## config.mk

```make
export PLATFORM = sky130hd
export DESIGN_NAME = bor_divider
export DESIGN_NICKNAME = d
export VERILOG_FILES = /design/src/rtl/bor_pkg.sv /design/src/rtl/bor_divider.sv
export SDC_FILE = /design/constraint.sdc
export NUM_CORES = 2
export LEC_CHECK = 0
export BUFFER_PORTS_ARGS = -buffer_cell sky130_fd_sc_hd__buf_4
export CORE_MARGIN = 4
export CORE_UTILIZATION = 35
export DETAILED_ROUTE_END_ITERATION = 6
export HOLD_SLACK_MARGIN = 0.05
export PLACE_DENSITY = 0.57
export SLEW_MARGIN = 10
export SYNTH_ARGS = -nofsm -noshare
export SYNTH_HDL_FRONTEND = slang
export SYNTH_SLANG_ARGS = --single-unit
```

## constraint.sdc

```tcl
create_clock -name clk -period 5 [get_ports clk]
set_clock_uncertainty 0.15 [all_clocks]
set_input_delay 0.5 -clock clk [delete_from_list [all_inputs] [get_ports clk]]
set_output_delay 0.5 -clock clk [all_outputs]
set_load 0.1 [all_outputs]
```

## src/rtl/bor_pkg.sv

```systemverilog
// ----------------------------------------------------------------------------
// bor_pkg
// Shared constants, overlap modes and pipeline control type for the box
// overlap ratio block.
// ----------------------------------------------------------------------------
package bor_pkg;

    // Default field widths
    localparam int COORD_BITS_DEF = 16;
    localparam int FRAC_BITS_DEF  = 16;

    // Configuration port
    localparam int APB_ADDR_BITS = 3;
    localparam int APB_DATA_BITS = 32;
    localparam int MODE_BITS     = 2;

    // Register indexes (word address)
    localparam logic REG_MODE = 1'b0;

    // Denominator selection; the unused code falls back to union
    typedef enum logic [MODE_BITS-1:0] {
        MODE_UNION = 2'd0,
        MODE_IOMU  = 2'd1,
        MODE_IOFU  = 2'd2
    } overlap_mode_t;

    // Control that travels with each pipeline stage
    typedef struct packed {
        logic valid;
        logic degenerate;
    } bor_ctl_t;

endpackage

```

## src/rtl/bor_divider.sv

```systemverilog
// ----------------------------------------------------------------------------
// bor_divider
// Pipelined restoring divider: one quotient bit per stage, FRAC_BITS+1
// stages, giving floor(num * 2^FRAC_BITS / den) for num <= den.
// ----------------------------------------------------------------------------
module bor_divider #(
    parameter int DEN_BITS  = 2 * bor_pkg::COORD_BITS_DEF - 1,
    parameter int FRAC_BITS = bor_pkg::FRAC_BITS_DEF
) (
    input  logic                 clk,
    input  logic                 rst_n,
    input  logic                 advance,
    input  bor_pkg::bor_ctl_t    ctl_in,
    input  logic [DEN_BITS-1:0]  num_in,
    input  logic [DEN_BITS-1:0]  den_in,
    output bor_pkg::bor_ctl_t    ctl_out,
    output logic [FRAC_BITS:0]   ratio_out
);
    import bor_pkg::*;

    localparam int NS = FRAC_BITS + 1;   // stages
    localparam int QW = FRAC_BITS + 1;   // quotient width
    localparam int LS = NS - 1;          // last stage

    logic [DEN_BITS-1:0] rem_src  [0:LS];
    logic [DEN_BITS-1:0] den_src  [0:LS];
    logic [QW-1:0]       q_src    [0:LS];
    bor_ctl_t            ctl_src  [0:LS];
    logic [DEN_BITS-1:0] rem_next [0:LS];
    logic [QW-1:0]       q_next   [0:LS];
    logic [DEN_BITS-1:0] rem_reg  [0:LS];
    logic [DEN_BITS-1:0] den_reg  [0:LS];
    logic [QW-1:0]       q_reg    [0:LS];
    bor_ctl_t            ctl_reg  [0:LS];

    genvar k;
    generate
        for (k = 0; k < NS; k++)
        begin : g_step
            logic [DEN_BITS:0] cand;
            logic [DEN_BITS:0] diff;
            logic              ge;

            // Stage inputs: the first stage takes the front end
            if (k == 0)
            begin : g_first
                assign rem_src[k] = num_in;
                assign den_src[k] = den_in;
                assign q_src[k]   = '0;
                assign ctl_src[k] = ctl_in;
                assign cand       = {1'b0, rem_src[k]};
            end
            else
            begin : g_next
                assign rem_src[k] = rem_reg[k-1];
                assign den_src[k] = den_reg[k-1];
                assign q_src[k]   = q_reg[k-1];
                assign ctl_src[k] = ctl_reg[k-1];
                assign cand       = {rem_src[k], 1'b0};
            end

            // Trial subtract, keep the remainder when it fits
            assign diff        = cand - {1'b0, den_src[k]};
            assign ge          = (cand >= {1'b0, den_src[k]});
            assign rem_next[k] = ge ? diff[DEN_BITS-1:0] : cand[DEN_BITS-1:0];
            assign q_next[k]   = {q_src[k][QW-2:0], ge};
        end
    endgenerate

    // Datapath registers, no reset
    always_ff @(posedge clk)
    begin
        if (advance)
        begin
            for (int i = 0; i < NS; i++)
            begin
                rem_reg[i] <= rem_next[i];
                den_reg[i] <= den_src[i];
                q_reg[i]   <= q_next[i];
            end
        end
    end

    // Control shift
    always_ff @(posedge clk or negedge rst_n)
    begin
        if (!rst_n)
        begin
            for (int i = 0; i < NS; i++)
            begin
                ctl_reg[i] <= '0;
            end
        end
        else if (advance)
        begin
            for (int i = 0; i < NS; i++)
            begin
                ctl_reg[i] <= ctl_src[i];
            end
        end
    end

    // Force zero for degenerate boxes
    assign ctl_out   = ctl_reg[LS];
    assign ratio_out = ctl_reg[LS].degenerate ? '0 : q_reg[LS];

    // Quotient of a valid pair never exceeds one
    a_ratio_max: assert property (@(posedge clk) disable iff (!rst_n)
        (ctl_reg[LS].valid && !ctl_reg[LS].degenerate)
        |-> (q_reg[LS] <= (QW'(1) << FRAC_BITS)))
        else $error("ratio exceeds one");

    // Remainder stays below the divisor
    a_rem_bound: assert property (@(posedge clk) disable iff (!rst_n)
        (ctl_reg[LS].valid && !ctl_reg[LS].degenerate)
        |-> (rem_reg[LS] < den_reg[LS]))
        else $error("remainder not below divisor");

    // Held result stays put while the pipeline is frozen
    a_hold: assert property (@(posedge clk) disable iff (!rst_n)
        (!advance && ctl_reg[LS].valid)
        |=> ($stable(ratio_out) && $stable(ctl_reg[LS])))
        else $error("result changed during stall");

endmodule

```

# --- Yosys cells after proc, flatten, opt, wreduce, memory -nomap -nowiden ---
# Memory sizes are Yosys's and may differ from the RTL's.
# Cells that the tools add are included.
word_totals:
  elab_cells: 91
  output_inout_bits: 19
  mem_count: 3
  register_bits: 34
  ramBits: 1343
  inputBits: 67
memory_table:
  columns: ["memory", "depth", "word_bits", "rd", "rd_clocked_by_memory_dff", "write_ports", "line_no", "text"]
  rows:
  - ["den_reg", 17, 31, 16, 0, 17, "bor_divider.sv:32", "logic [DEN_BITS-1:0] den_reg [0:LS];"]
  - ["rem_reg", 17, 31, 16, 0, 17, "bor_divider.sv:31", "logic [DEN_BITS-1:0] rem_reg [0:LS];"]
  - ["q_reg", 17, 17, 17, 0, 17, "bor_divider.sv:33", "logic [QW-1:0] q_reg [0:LS];"]
classes:
  n_mux: 20
  n_lt_le_gt_ge: 17
  addsub: 17
ops:
  columns: ["operator", "n"]
  rows:
  - ["two-way mux 31 bit", 17]
  - ["subtractor 31 bit", 17]
  - [">= comparator 32 x 31 -> 1 bit", 16]
  - [">= comparator 31 bit", 1]
  - ["two-way mux 17 bit", 1]
  - ["two-way mux 1 bit", 2]

# --- Depth between registers and ports, before layout ---
# An unclocked memory read counts as a cell.
logic_depth:
  depth_word: 3
  ltp_mapped: 15
  ltp_nobuf: 14

# --- Worst setup path after synthesis ---
# OpenSTA, ideal clock, no wires.
synth_path:
  path_kind: "input -> register"
  startpoint: "in num_in[0]"
  endpoint: "mem rem_reg[0][28] (netlist name), data pin"
  setup_time_ns: 0.260
  path_buffers: 0
  t_required_ns: 4.590
  arrival_time_ns: 3.155
  stages: 14
  path_slack_ns: 1.436
  cell_sequence: "inv_1 ha_1 inv_1 fa_1 a211oi_1 nor2_1 o41ai_1 o311ai_1 o21ai_1 o21a_1 o21ai_1 a211oi_1 xnor2_1 mux2_2"
synth_lines:
  columns: ["element", "line_no", "text"]
  rows:
  - ["start: declaration", "bor_divider.sv:14", "input logic [DEN_BITS-1:0] num_in,"]
  - ["end: declaration", "bor_divider.sv:31", null]

==> run summary <==
Area post-placement - 0.0720 mm²
Commonest non-fill, non-tap cell in the layout - edfxtp_1
Dpl hpwl - 117000 µm
Max IR drop VDD - 0.000416 V
Outcome - completed
Leakage - 0.0316 µW
Net count, final - 6901
Port Buffer Count - 85
WS Path Type - reg2reg
First-pass GRT wire length - 245000 µm
# IOs - 86
DRC viols - 0
Via-to-Cell Ratio - 5.07
Routability congestion estimate - 0.938
Detail Route Antenna Nets - 0
CTS resizes - 0
Max Clk Rate - 237 MHz
Post-Syn Area - 0.0682 mm²
Fin cells - 8927
GRT Util Overall - 14.9%
Fin crit period - 4.22 ns
Die height - 450 µm
Area delta synth->final - 13.1%
Worst-Margin Slew - 1.04 ns
# rows - 161
Syn nets - 6701
Clock slew at reported path FFs - 0.06 ns
Final setup fails - 0
Fin crit share - 84.3%
Max cap viols - 0
Die Area - 0.202 mm²
CTS tree - yes
Final Total Pwr - 49300 µW
Worst-skew pair later-pin latency - 0.79 ns
Slew HR - 30.3%
Die Span X - 450 µm
H-Tree Depth - 4
Critical Path AT - 4.57 ns
Element type at the critical path end - register
Core ar. - 0.193 mm²
Design area - 0.0772 mm²
Most frequent cells in the layout - edfxtp_1 (1145), inv_1 (652), a21oi_1 (546), ha_1 (526), nor2_1 (397)
Main flop type after synthesis - edfxtp_1
PD cells - 638 mW/mm²
Num Clock Sinks - 1179
TritonCTS buffer count - 141
Critical path required time - 5.35 ns
CP Max Fanout - 52
Vias - 45300
Hold Path Class - reg2reg
Max Root-Sink Buffers - 3
Initial Util - 35.3%
Largest net degree at the start of global routing - 158
Dpl cells - 8607
Syn avg cell area - 11.2 µm²
Initial antenna violation count - 1
RSZ-0062 raised after global routing - false
Yosys reg bits - 1179
Drt initial violations - 2281
Wire per inst - 17.2 µm
Startpoint Class - register
Final hold vios - 0
Layout cells sized above 1 - 9.58%
Overflow after GRT - 0
Pins over their slew limit - 0
Post-synth EDFFs - 1145
Fillers - 18300
Sequential area share after synthesis - 51.6%
Setup_tns - 0 ns
Clk root buf - clkbuf_16
Vias in the first global route - 46200
Async SR Flop Fraction - 2.88%
DRT Wirelength - 154000 µm
Syn Inst Count - 6092
Synth Warn # - 0
Synth unique cells - 94
DR pass1 iterations - 5
power by group:
part	switching (µW)	leakage (µW)	internal (µW)
sequential	1600	0.0116	14800
clock	4110	0.00220	5790
combinational	12900	0.0178	10000
total	18600	0.0316	30700
cell type report:
type	instances	area (µm²)	share of cell area [%]
clock inverter	82	772	1.00
clock buffer	169	3720	4.82
antenna	1	2.50	0.00324
sequential	1179	35200	45.6
tap	2526	3160	4.09
multi-input combinational	4116	30000	38.9
timing repair buffer	201	1870	2.42
inverter	653	2450	3.17
cell families (layout without fill, tap and decap cells):
kind of cell / Yosys count / after routing / share of synthesized area [%]
AO/OA/AOI/OAI: 1632 / 1632 / 15.1
XOR/XNOR: 429 / 429 / 5.51
adder cells (fa/ha/maj): 542 / 542 / 10.1
buffers and inverters: 797 / 1105 / 4.50
flip-flops: 1179 / 1179 / 51.6
multiplexers: 261 / 261 / 4.44
other: 0 / 1 / 0
AND/OR/NAND/NOR: 1252 / 1252 / 8.75
Yosys cell counts (15+ instances only):
| library cell | count | area (µm²) |
|---|---|---|
| edfxtp_1 | 1145 | 34400 |
| inv_1 | 652 | 2450 |
| a21oi_1 | 546 | 2730 |
| ha_1 | 526 | 6580 |
| nor2_1 | 397 | 1490 |
| nand2_1 | 307 | 1150 |
| o21ai_0 | 299 | 1500 |
| a21o_1 | 264 | 1980 |
| xnor2_1 | 264 | 2310 |
| mux2_2 | 190 | 2140 |
| xor2_1 | 165 | 1450 |
| clkbuf_1 | 105 | 394 |
| nand3_1 | 94 | 470 |
| nor2b_1 | 91 | 569 |
| nand4_1 | 87 | 544 |
| o21a_1 | 66 | 495 |
| o21bai_1 | 65 | 488 |
| nor3_1 | 64 | 320 |
| nand2b_1 | 60 | 375 |
| o21ai_1 | 56 | 280 |
| a31oi_1 | 52 | 325 |
| a211oi_1 | 39 | 293 |
| and3_1 | 37 | 231 |
| mux2_1 | 37 | 417 |
| dfrtp_1 | 34 | 851 |
| o31ai_1 | 32 | 240 |
| buf_2 | 31 | 155 |
| o211ai_1 | 29 | 218 |
| mux2_4 | 27 | 405 |
| and2_1 | 21 | 131 |
| nor4_1 | 20 | 125 |
| or2_2 | 19 | 119 |
| a21boi_0 | 18 | 135 |
| fa_1 | 16 | 320 |
| and4_1 | 15 | 131 |
critical path, cell delays in order (launching register included):
cell	delay [ns]
edfxtp_1	0.38
inv_1	0.10
fa_1	0.44
a21o_1	0.20
a21oi_1	0.31
o21ai_1	0.18
a311oi_2	0.48
a21oi_1	0.14
o21ai_1	0.32
a211oi_1	0.17
a2111oi_4	0.44
buf_12	0.27
mux2_1	0.35
per-stage QoR:
stage | util (%) | setup slack [ns] | hold slack (ns)
6_report | 40.0 | 0.785 | 0.259
5_1_grt | 40.0 | 0.513 | 0.257
4_1_cts | 40.0 | 0.709 | 0.210
3_5_place_dp | 37.3 | 0.742 | 0.255
3_3_place_gp | 37.3 | 0.792 | 0.250
2_1_floorplan | - | 1.44 | 0.0544
worst paths after layout:
kind                                  from               to  slack [ns]  cells past startpoint
min                           q_reg[0][72]     q_reg[0][90]        0.26                      0
max                        den_reg[0][279]  rem_reg[0][311]        0.78                     12
max reg2reg                den_reg[0][279]  rem_reg[0][311]        0.78                     12
min reg2reg                   q_reg[0][72]     q_reg[0][90]        0.26                      0
min in group asynchronous            rst_n       ctl_out[1]        0.57                      4
max in group asynchronous            rst_n      ctl_reg[20]        3.93                      4
layer usage:
metal	global-route usage [%]	vias up	routed length, µm
li1	-	22700	-
met1	16.4	21400	61400
met2	27.9	818	79700
met3	2.21	343	4610
met4	7.26	0	7780
met5	0	-	0
what timing repair did:
item	4_1_cts	5_1_grt
hold buffers	68	0
setup endpoints to repair	0	0
buffers inserted	0	0
hold endpoints to repair	123	0
(Power assumes the default switching activity.)
