**src/rtl/bor_pkg.sv**
```systemverilog
// ----------------------------------------------------------------------------
// bor_pkg
// Shared constants, overlap modes and pipeline control type for the box
// overlap ratio block.
// ----------------------------------------------------------------------------
package bor_pkg;

    // Default field widths
    localparam int COORD_BITS_DEF = 16;
    localparam int FRAC_BITS_DEF  = 16;

    // Configuration port
    localparam int APB_ADDR_BITS = 3;
    localparam int APB_DATA_BITS = 32;
    localparam int MODE_BITS     = 2;

    // Register indexes (word address)
    localparam logic REG_MODE = 1'b0;

    // Denominator selection; the unused code falls back to union
    typedef enum logic [MODE_BITS-1:0] {
        MODE_UNION = 2'd0,
        MODE_IOMU  = 2'd1,
        MODE_IOFU  = 2'd2
    } overlap_mode_t;

    // Control that travels with each pipeline stage
    typedef struct packed {
        logic valid;
        logic degenerate;
    } bor_ctl_t;

endpackage

```
**src/rtl/bor_geom.sv**
```systemverilog
// ----------------------------------------------------------------------------
// bor_geom
// Three-stage front end: box edges, areas and overlap, then the numerator
// and denominator of the ratio.
// ----------------------------------------------------------------------------
module bor_geom #(
    parameter int COORD_BITS = bor_pkg::COORD_BITS_DEF
) (
    input  logic                         clk,
    input  logic                         rst_n,
    input  logic                         advance,
    input  logic                         in_valid,
    input  logic [bor_pkg::MODE_BITS-1:0] mode,
    input  logic signed [COORD_BITS-1:0] first_left,
    input  logic signed [COORD_BITS-1:0] first_top,
    input  logic signed [COORD_BITS-1:0] first_width,
    input  logic signed [COORD_BITS-1:0] first_height,
    input  logic signed [COORD_BITS-1:0] second_left,
    input  logic signed [COORD_BITS-1:0] second_top,
    input  logic signed [COORD_BITS-1:0] second_width,
    input  logic signed [COORD_BITS-1:0] second_height,
    output bor_pkg::bor_ctl_t            ctl_out,
    output logic [2*COORD_BITS-2:0]      num_out,
    output logic [2*COORD_BITS-2:0]      den_out
);
    import bor_pkg::*;

    localparam int CW = COORD_BITS;
    localparam int SW = CW - 1;        // positive size
    localparam int AW = 2 * CW - 2;    // area
    localparam int DW = 2 * CW - 1;    // union area

    // ---------------- stage 1: edges ----------------
    logic signed [CW:0]   r1_ext, r2_ext, b1_ext, b2_ext;
    logic                 deg_now;
    bor_ctl_t             ctl1_reg, ctl1_next;
    logic signed [CW-1:0] lx_reg, ty_reg;
    logic signed [CW:0]   rx_reg, by_reg;
    logic [SW-1:0]        w1_reg, h1_reg, w2_reg, h2_reg;

    assign r1_ext = {first_left[CW-1], first_left} + {first_width[CW-1], first_width};
    assign r2_ext = {second_left[CW-1], second_left}
                    + {second_width[CW-1], second_width};
    assign b1_ext = {first_top[CW-1], first_top} + {first_height[CW-1], first_height};
    assign b2_ext = {second_top[CW-1], second_top}
                    + {second_height[CW-1], second_height};

    // Flag any size that is zero or negative
    assign deg_now = first_width[CW-1]   || (first_width == '0)
                  || first_height[CW-1]  || (first_height == '0)
                  || second_width[CW-1]  || (second_width == '0)
                  || second_height[CW-1] || (second_height == '0);

    always_comb
    begin
        ctl1_next.valid      = in_valid;
        ctl1_next.degenerate = deg_now;
    end

    always_ff @(posedge clk)
    begin
        if (advance)
        begin
            lx_reg <= (first_left > second_left) ? first_left : second_left;
            ty_reg <= (first_top > second_top) ? first_top : second_top;
            rx_reg <= (r1_ext < r2_ext) ? r1_ext : r2_ext;
            by_reg <= (b1_ext < b2_ext) ? b1_ext : b2_ext;
            w1_reg <= first_width[SW-1:0];
            h1_reg <= first_height[SW-1:0];
            w2_reg <= second_width[SW-1:0];
            h2_reg <= second_height[SW-1:0];
        end
    end

    // ---------------- stage 2: areas ----------------
    logic signed [CW+1:0] dx, dy;
    logic [SW-1:0]        ow, oh;
    bor_ctl_t             ctl2_reg;
    logic [AW-1:0]        over_reg, area1_reg, area2_reg;

    assign dx = {rx_reg[CW], rx_reg} - {{2{lx_reg[CW-1]}}, lx_reg};
    assign dy = {by_reg[CW], by_reg} - {{2{ty_reg[CW-1]}}, ty_reg};

    // Clamp to zero for disjoint or touching boxes
    assign ow = (!dx[CW+1] && dx != '0) ? dx[SW-1:0] : '0;
    assign oh = (!dy[CW+1] && dy != '0) ? dy[SW-1:0] : '0;

    always_ff @(posedge clk)
    begin
        if (advance)
        begin
            over_reg  <= AW'(ow) * AW'(oh);
            area1_reg <= AW'(w1_reg) * AW'(h1_reg);
            area2_reg <= AW'(w2_reg) * AW'(h2_reg);
        end
    end

    // ---------------- stage 3: denominator ----------------
    logic [DW-1:0] den_next;
    logic [DW-1:0] den_reg, num_reg;
    bor_ctl_t      ctl3_reg;

    always_comb
    begin
        case (mode)
            MODE_IOMU:
            begin
                den_next = {1'b0, (area1_reg < area2_reg) ? area1_reg : area2_reg};
            end
            MODE_IOFU:
            begin
                den_next = {1'b0, area1_reg};
            end
            default:
            begin
                den_next = {1'b0, area1_reg} + {1'b0, area2_reg} - {1'b0, over_reg};
            end
        endcase
    end

    always_ff @(posedge clk)
    begin
        if (advance)
        begin
            num_reg <= {1'b0, over_reg};
            den_reg <= den_next;
        end
    end

    // Advance control through the three stages
    always_ff @(posedge clk or negedge rst_n)
    begin
        if (!rst_n)
        begin
            ctl1_reg <= '0;
            ctl2_reg <= '0;
            ctl3_reg <= '0;
        end
        else if (advance)
        begin
            ctl1_reg <= ctl1_next;
            ctl2_reg <= ctl1_reg;
            ctl3_reg <= ctl2_reg;
        end
    end

    assign ctl_out = ctl3_reg;
    assign num_out = num_reg;
    assign den_out = den_reg;

endmodule

```
**config.mk**
```make
export PLATFORM = sky130hd
export DESIGN_NAME = bor_geom
export DESIGN_NICKNAME = d
export VERILOG_FILES = /design/src/rtl/bor_pkg.sv /design/src/rtl/bor_geom.sv
export SDC_FILE = /design/constraint.sdc
export NUM_CORES = 2
export LEC_CHECK = 0
export BUFFER_PORTS_ARGS = -buffer_cell sky130_fd_sc_hd__buf_2
export CELL_PAD_IN_SITES_DETAIL_PLACEMENT = 1
export CELL_PAD_IN_SITES_GLOBAL_PLACEMENT = 1
export CORE_MARGIN = 5
export CORE_UTILIZATION = 43
export CTS_CLUSTER_SIZE = 20
export DETAILED_ROUTE_END_ITERATION = 8
export GPL_ROUTABILITY_DRIVEN = 0
export GPL_TIMING_DRIVEN = 0
export PLACE_DENSITY_LB_ADDON = 0.3
export SYNTH_ARGS = -nofsm -noshare
export SYNTH_HDL_FRONTEND = slang
export SYNTH_SLANG_ARGS = --single-unit
```
**constraint.sdc**
```tcl
create_clock -name clk -period 24.6 [get_ports clk]
set_input_delay 4.92 -clock clk [delete_from_list [all_inputs] [get_ports clk]]
set_output_delay 4.92 -clock clk [all_outputs]
set_load 0.005 [all_outputs]
```
Word level (Yosys, flattened, before mapping)
Index checks and enable logic that the tools add are counted.
W data, S select, Z words.
{"block": "word_totals", "reg_bits": 283, "input_bits": 134, "output_inout_bits": 64, "elab_cells": 62}
{"block": "classes", "add_sub_neg": 8, "multipliers": 3, "n_lt_le_gt_ge": 5, "n_eq_ne": 2, "n_mux": 8, "n_reduce_logical": 17}
{"operator": "$mul A15 B15 Y30", "count": 3}
{"operator": "$add A16 B16 Y17", "count": 4}
{"operator": "$logic_not A16 Y1", "count": 4}
{"operator": "$pmux W31 S2", "count": 1}
{"operator": "$reduce_bool A18 Y1", "count": 2}
{"operator": "$sub A17 B16 Y18", "count": 2}
{"operator": "$lt A17 B17 Y1", "count": 2}
{"operator": "$mux W17", "count": 2}
{"operator": "$gt A16 B16 Y1", "count": 2}
{"operator": "$mux W16", "count": 2}
{"operator": "$add A30 B30 Y31", "count": 1}
{"operator": "$sub A31 B30 Y31", "count": 1}
{"operator": "$lt A30 B30 Y1", "count": 1}
{"operator": "$mux W15", "count": 2}
{"operator": "$mux W30", "count": 1}
{"operator": "$logic_or A1 B1 Y1", "count": 7}
{"operator": "$eq A2 B1 Y1 const B", "count": 1}
{"operator": "$eq A2 B2 Y1 const B", "count": 1}
{"operator": "$logic_and A1 B1 Y1", "count": 2}
{"operator": "$logic_not A1 Y1", "count": 2}

Logic depth before layout (Yosys ltp)
{"block": "logic_depth", "ltp_word": 8, "ltp_mapped": 35, "mapped_depth_nobuf": 33}

Worst setup path after synthesis
No wires, ideal clock.
{"block": "synth_path", "kind": "input to register", "start": "in second_top[0]", "end": "reg by_reg[11], data pin", "t_arrival_ns": 9.093, "required_ns": 24.340, "setup_slack_ns": 15.247, "cell_stages": 20, "n_path_buf": 1, "path_cell_list": "ha_1 fa_1 a21o_1 a21oi_1 o21a_1 nor3_1 a41o_1 nor2_1 xnor2_1 inv_1 ha_1 a21o_1 a21oi_1 nand2_1 o211a_1 a211oi_1 o21bai_1 o41ai_2 buf_2 mux2_2"}
{"block": "synth_between", "elab_chain_cells": 3}
{"item": "start, declared", "line_no": "bor_geom.sv:19", "rtl": "input logic signed [COORD_BITS-1:0] second_top,"}
{"item": "$add A16 B16 Y17 *", "line_no": "bor_geom.sv:46", "rtl": "+ {second_height[CW-1], second_height};"}
{"item": "$lt A17 B17 Y1", "line_no": "bor_geom.sv:67", "rtl": "by_reg <= (b1_ext < b2_ext) ? b1_ext : b2_ext;"}
{"item": "$mux W17 *", "line_no": "bor_geom.sv:67"}
{"item": "end signal, assigned", "line_no": "bor_geom.sv:67"}
{"item": "end, declared", "line_no": "bor_geom.sv:38", "rtl": "logic signed [CW:0] rx_reg, by_reg;"}
Mark *: on every way between the ends. The rest lies on a longest branch, timed or not.
A chain may end at the register's enable or synchronous reset.

Worst setup path after layout
{"block": "layout_path", "start": "reg rx_reg[0]", "end": "reg over_reg[28], data pin"}
{"block": "layout_between", "elab_chain_cells": 5}
{"item": "start, declared", "line_no": "bor_geom.sv:38"}
{"item": "start signal, assigned", "line_no": "bor_geom.sv:66", "rtl": "rx_reg <= (r1_ext < r2_ext) ? r1_ext : r2_ext;"}
{"item": "$sub A17 B16 Y18 *", "line_no": "bor_geom.sv:81", "rtl": "assign dx = {rx_reg[CW], rx_reg} - {{2{lx_reg[CW-1]}}, lx_reg};"}
{"item": "$reduce_bool A18 Y1 or $logic_not A1 Y1 (tied branches)", "line_no": "bor_geom.sv:85", "rtl": "assign ow = (!dx[CW+1] && dx != '0) ? dx[SW-1:0] : '0;"}
{"item": "$logic_and A1 B1 Y1", "line_no": "bor_geom.sv:85"}
{"item": "$mux W15 *", "line_no": "bor_geom.sv:85"}
{"item": "$mul A15 B15 Y30 *", "line_no": "bor_geom.sv:92", "rtl": "over_reg <= AW'(ow) * AW'(oh);"}
{"item": "end signal, assigned", "line_no": "bor_geom.sv:92"}
{"item": "end, declared", "line_no": "bor_geom.sv:79", "rtl": "logic [AW-1:0] over_reg, area1_reg, area2_reg;"}
Marks and branches as above.

==> metrics.md <==
| Metric | Value |
|---|---|
| Setup slack after layout | around 14000 ps |
| First-pass GRT wire length | just over 200000 um |
| Final setup TNS | 0 ps |
| CP Max Fanout | 10 |
| Period utilization | ~43% |
| Worst Reg-to-Reg Cells | 33 |
| Synth Register Bits | around 280 |
| Clock skew | around 32 ps |
| Final ANT Viol Nets | 0 |
| Highest clock rate | 95.5 MHz |
| Initial antenna violation count | 4 |
| Die ar. | just over 100000 um^2 |
| Number of port buffers | 196 |
| Via density | ~5.5 |
| Clock latency on the worst-skew pair | around 600 ps |
| Die X | 318 um |
| H-tree depth | 2 |
| Fin nets | about 5600 |
| CTS buffer count | 38 |
| Routed wire length | ~130000 um |
| Ys async rst share | 2.12% |
| Worst-Margin Slew | 1390 ps |
| Worst path max stage delay | around 950 ps |
| Ant. Diodes | 0 |
| Critical Path Sink Type | flip-flop |
| Area grow syn2layout | 9.47% |
| Die height | between 300 and 400 um |
| Iter 0 DRT Violations | 2327 |
| Setup repair bufs after CTS | 0 |
| Initial Util | between 40% and 50% |
| Drt pass-1 iters | 7 |
| Worst setup SP type | flip-flop |
| Hpwl dp | about 110000 um |
| Relative slew slack | about 6.4% |
| Clk sink count | ~280 |
| Remaining DRCs | 0 |
| Cells after Synth | approximately 4200 |
| Clock transition at path regs | about 60 ps |
| Grt ovf | 0 |
| Ys Warns | 0 |
| Final hold violation count | 0 |
| CTS resizes | 0 |
| Hold buffers post-CTS | 0 |
| Clk buf depth | 3 |
| Critical path type | reg -> reg |
| Most used cell, CP | fa_1 |
| Hold Crit Depth | 0 |
| DR WL/cell | roughly 23 um |
| Pin count of the biggest net entering global routing | around 110 |
| TritonCTS clock tree | built |
| Crit path required time | 24890 ps |
| Post-Syn Nets | about 5400 |
| Top_reg_cell synth | edfxtp_1 |
| Mapped Area | just over 40000 um^2 |
| Site row count | between 100 and 150 |
| Layout cells sized above 1 | about 7.5% |
| Post-synthesis sequential area ratio | 20.8% |
| Worst hold path type | reg -> reg |
| Place WS | roughly 14000 ps |
| Final setup viols | 0 |
| Library cells used by synthesis | 77 |
| Vias in the first global route | 34400 |
| IO Count | roughly 200 |
| Max FFs per register | 31 |
| RSZ-0062 raised after global routing | no |
| CTS root buffer | clkbuf_16 |
| Status | complete, no violations |
| Tmin final | between 10000 and 15000 ps |
| Inst Count DP | about 5700 |
| WP data arrival | 10760 ps |
| EDFF count, synth | 277 |
| Average cell area after synthesis | ~9.7 um^2 |
| Worst path slowest cell | nor4_1 |
| Non-filler cells in the finished layout | between 5000 and 6000 |
| GRT Total Usage | between 20% and 30% |
| Slew Viols, Final | 0 |
| Vias | 31600 |
| Area of the core | 93600 um^2 |
| Maxcap violations | 0 |
-- cell usage after synthesis (22+ instances only) --
| cell | n | area share (%) |
|---|---|---|
| a211oi_1 | 33 | 0.61 |
| a21o_1 | 76 | 1.4 |
| a21oi_1 | 155 | 1.9 |
| a222oi_1 | 24 | 0.59 |
| a31oi_1 | 23 | 0.35 |
| and2_1 | 196 | 3.0 |
| and3_1 | 26 | 0.40 |
| clkbuf_1 | 103 | 0.95 |
| edfxtp_1 | 277 | 20 |
| fa_1 | 537 | 26 |
| ha_1 | 506 | 16 |
| inv_1 | 771 | 7.1 |
| mux2_2 | 52 | 1.4 |
| nand2_1 | 455 | 4.2 |
| nand2b_1 | 31 | 0.48 |
| nand3_1 | 73 | 0.90 |
| nor2_1 | 196 | 1.8 |
| nor2b_1 | 22 | 0.34 |
| nor3_1 | 78 | 0.96 |
| o21a_1 | 45 | 0.83 |
| o21ai_0 | 83 | 1.0 |
| o21bai_1 | 23 | 0.42 |
| xnor2_1 | 123 | 2.6 |
| xor2_1 | 50 | 1.1 |
-- placed cells by master, fill, tap and decap left out, types with 31 or more instances in the layout --
| cell | instances |
|---|---|
| o21ai_0 | 83 |
| buf_2 | 196 |
| nand3_1 | 73 |
| a21oi_1 | 155 |
| and2_1 | 196 |
| nor3_1 | 78 |
| a21o_1 | 76 |
| nor2_1 | 196 |
| ha_1 | 506 |
| xnor2_1 | 123 |
| clkbuf_16 | 39 |
| inv_1 | 771 |
| nand2_1 | 455 |
| a211oi_1 | 33 |
| xor2_1 | 50 |
| edfxtp_1 | 277 |
| fa_1 | 537 |
| mux2_2 | 52 |
| o21a_1 | 45 |
| clkbuf_1 | 110 |
| nand2b_1 | 31 |
-- through the flow --
stage | area [um^2] | hold WS, ps | util [%]
after floorplan | 40700 | 433 | -
after global placement | 43300 | 484 | 46.2
after detailed placement | 43300 | 493 | 46.3
after CTS | 44600 | 506 | 47.6
after global routing | 44600 | 513 | 47.6
final | 44600 | 499 | 47.6
-- cell families (layout without fill, tap and decap cells) --
family,count (synthesis),count (layout),share of synthesized area [%]
flip-flops,283,283,20.8
AO/OA/AOI/OAI,589,589,9.81
multiplexers,71,71,1.91
XOR/XNOR,173,173,3.72
other,1,1,0.00921
buffers and inverters,884,1153,8.25
AND/OR/NAND/NOR,1166,1166,13.5
adder cells (fa/ha/maj),1043,1043,42.0
-- final timing paths --
kind | startpoint | to | slack (ps)
min in group asynchronous | rst_n | ctl_out[1] | 4130
worst min-delay path | over_reg[28] | num_out[28] | 500
worst min register to register | over_reg[28] | num_out[28] | 500
worst max register to register | rx_reg[0] | over_reg[28] | 14130
max in group asynchronous | rst_n | ctl2_reg[0] | 20320
worst max-delay path | rx_reg[0] | over_reg[28] | 14130
-- cell type report --
type / instances / area [um^2]
fill: 10900 / 49000
multi-input combinational: 3043 / 28900
sequential: 283 / 8470
inverter: 771 / 2890
tap: 1254 / 1570
timing repair buffer: 199 / 1050
clock buffer: 46 / 1000
buffer: 113 / 463
clock inverter: 24 / 223
-- routing by layer --
layer  vias to the layer above  share of wire (%)  GRT usage (%)
met2                      1000                 44           40.7
met5                         -              0.016              0
met1                     16000                 44           35.2
li1                      14400                  -              -
met4                         4                4.8           10.2
met3                       237                7.1           5.35
-- critical path: cells and delay by family, from the launching register on --
family          cells  cell delay [ps]
simple gates        7             1870
fa+ha+maj           9             3430
flops               1              370
compound gates      9             3100
xor+xnor            1              530
buf+inv             7              880
Power is left out: the tool's default activity adds up to more than one toggle a clock period on the data nets, which glitch-free logic cannot reach.
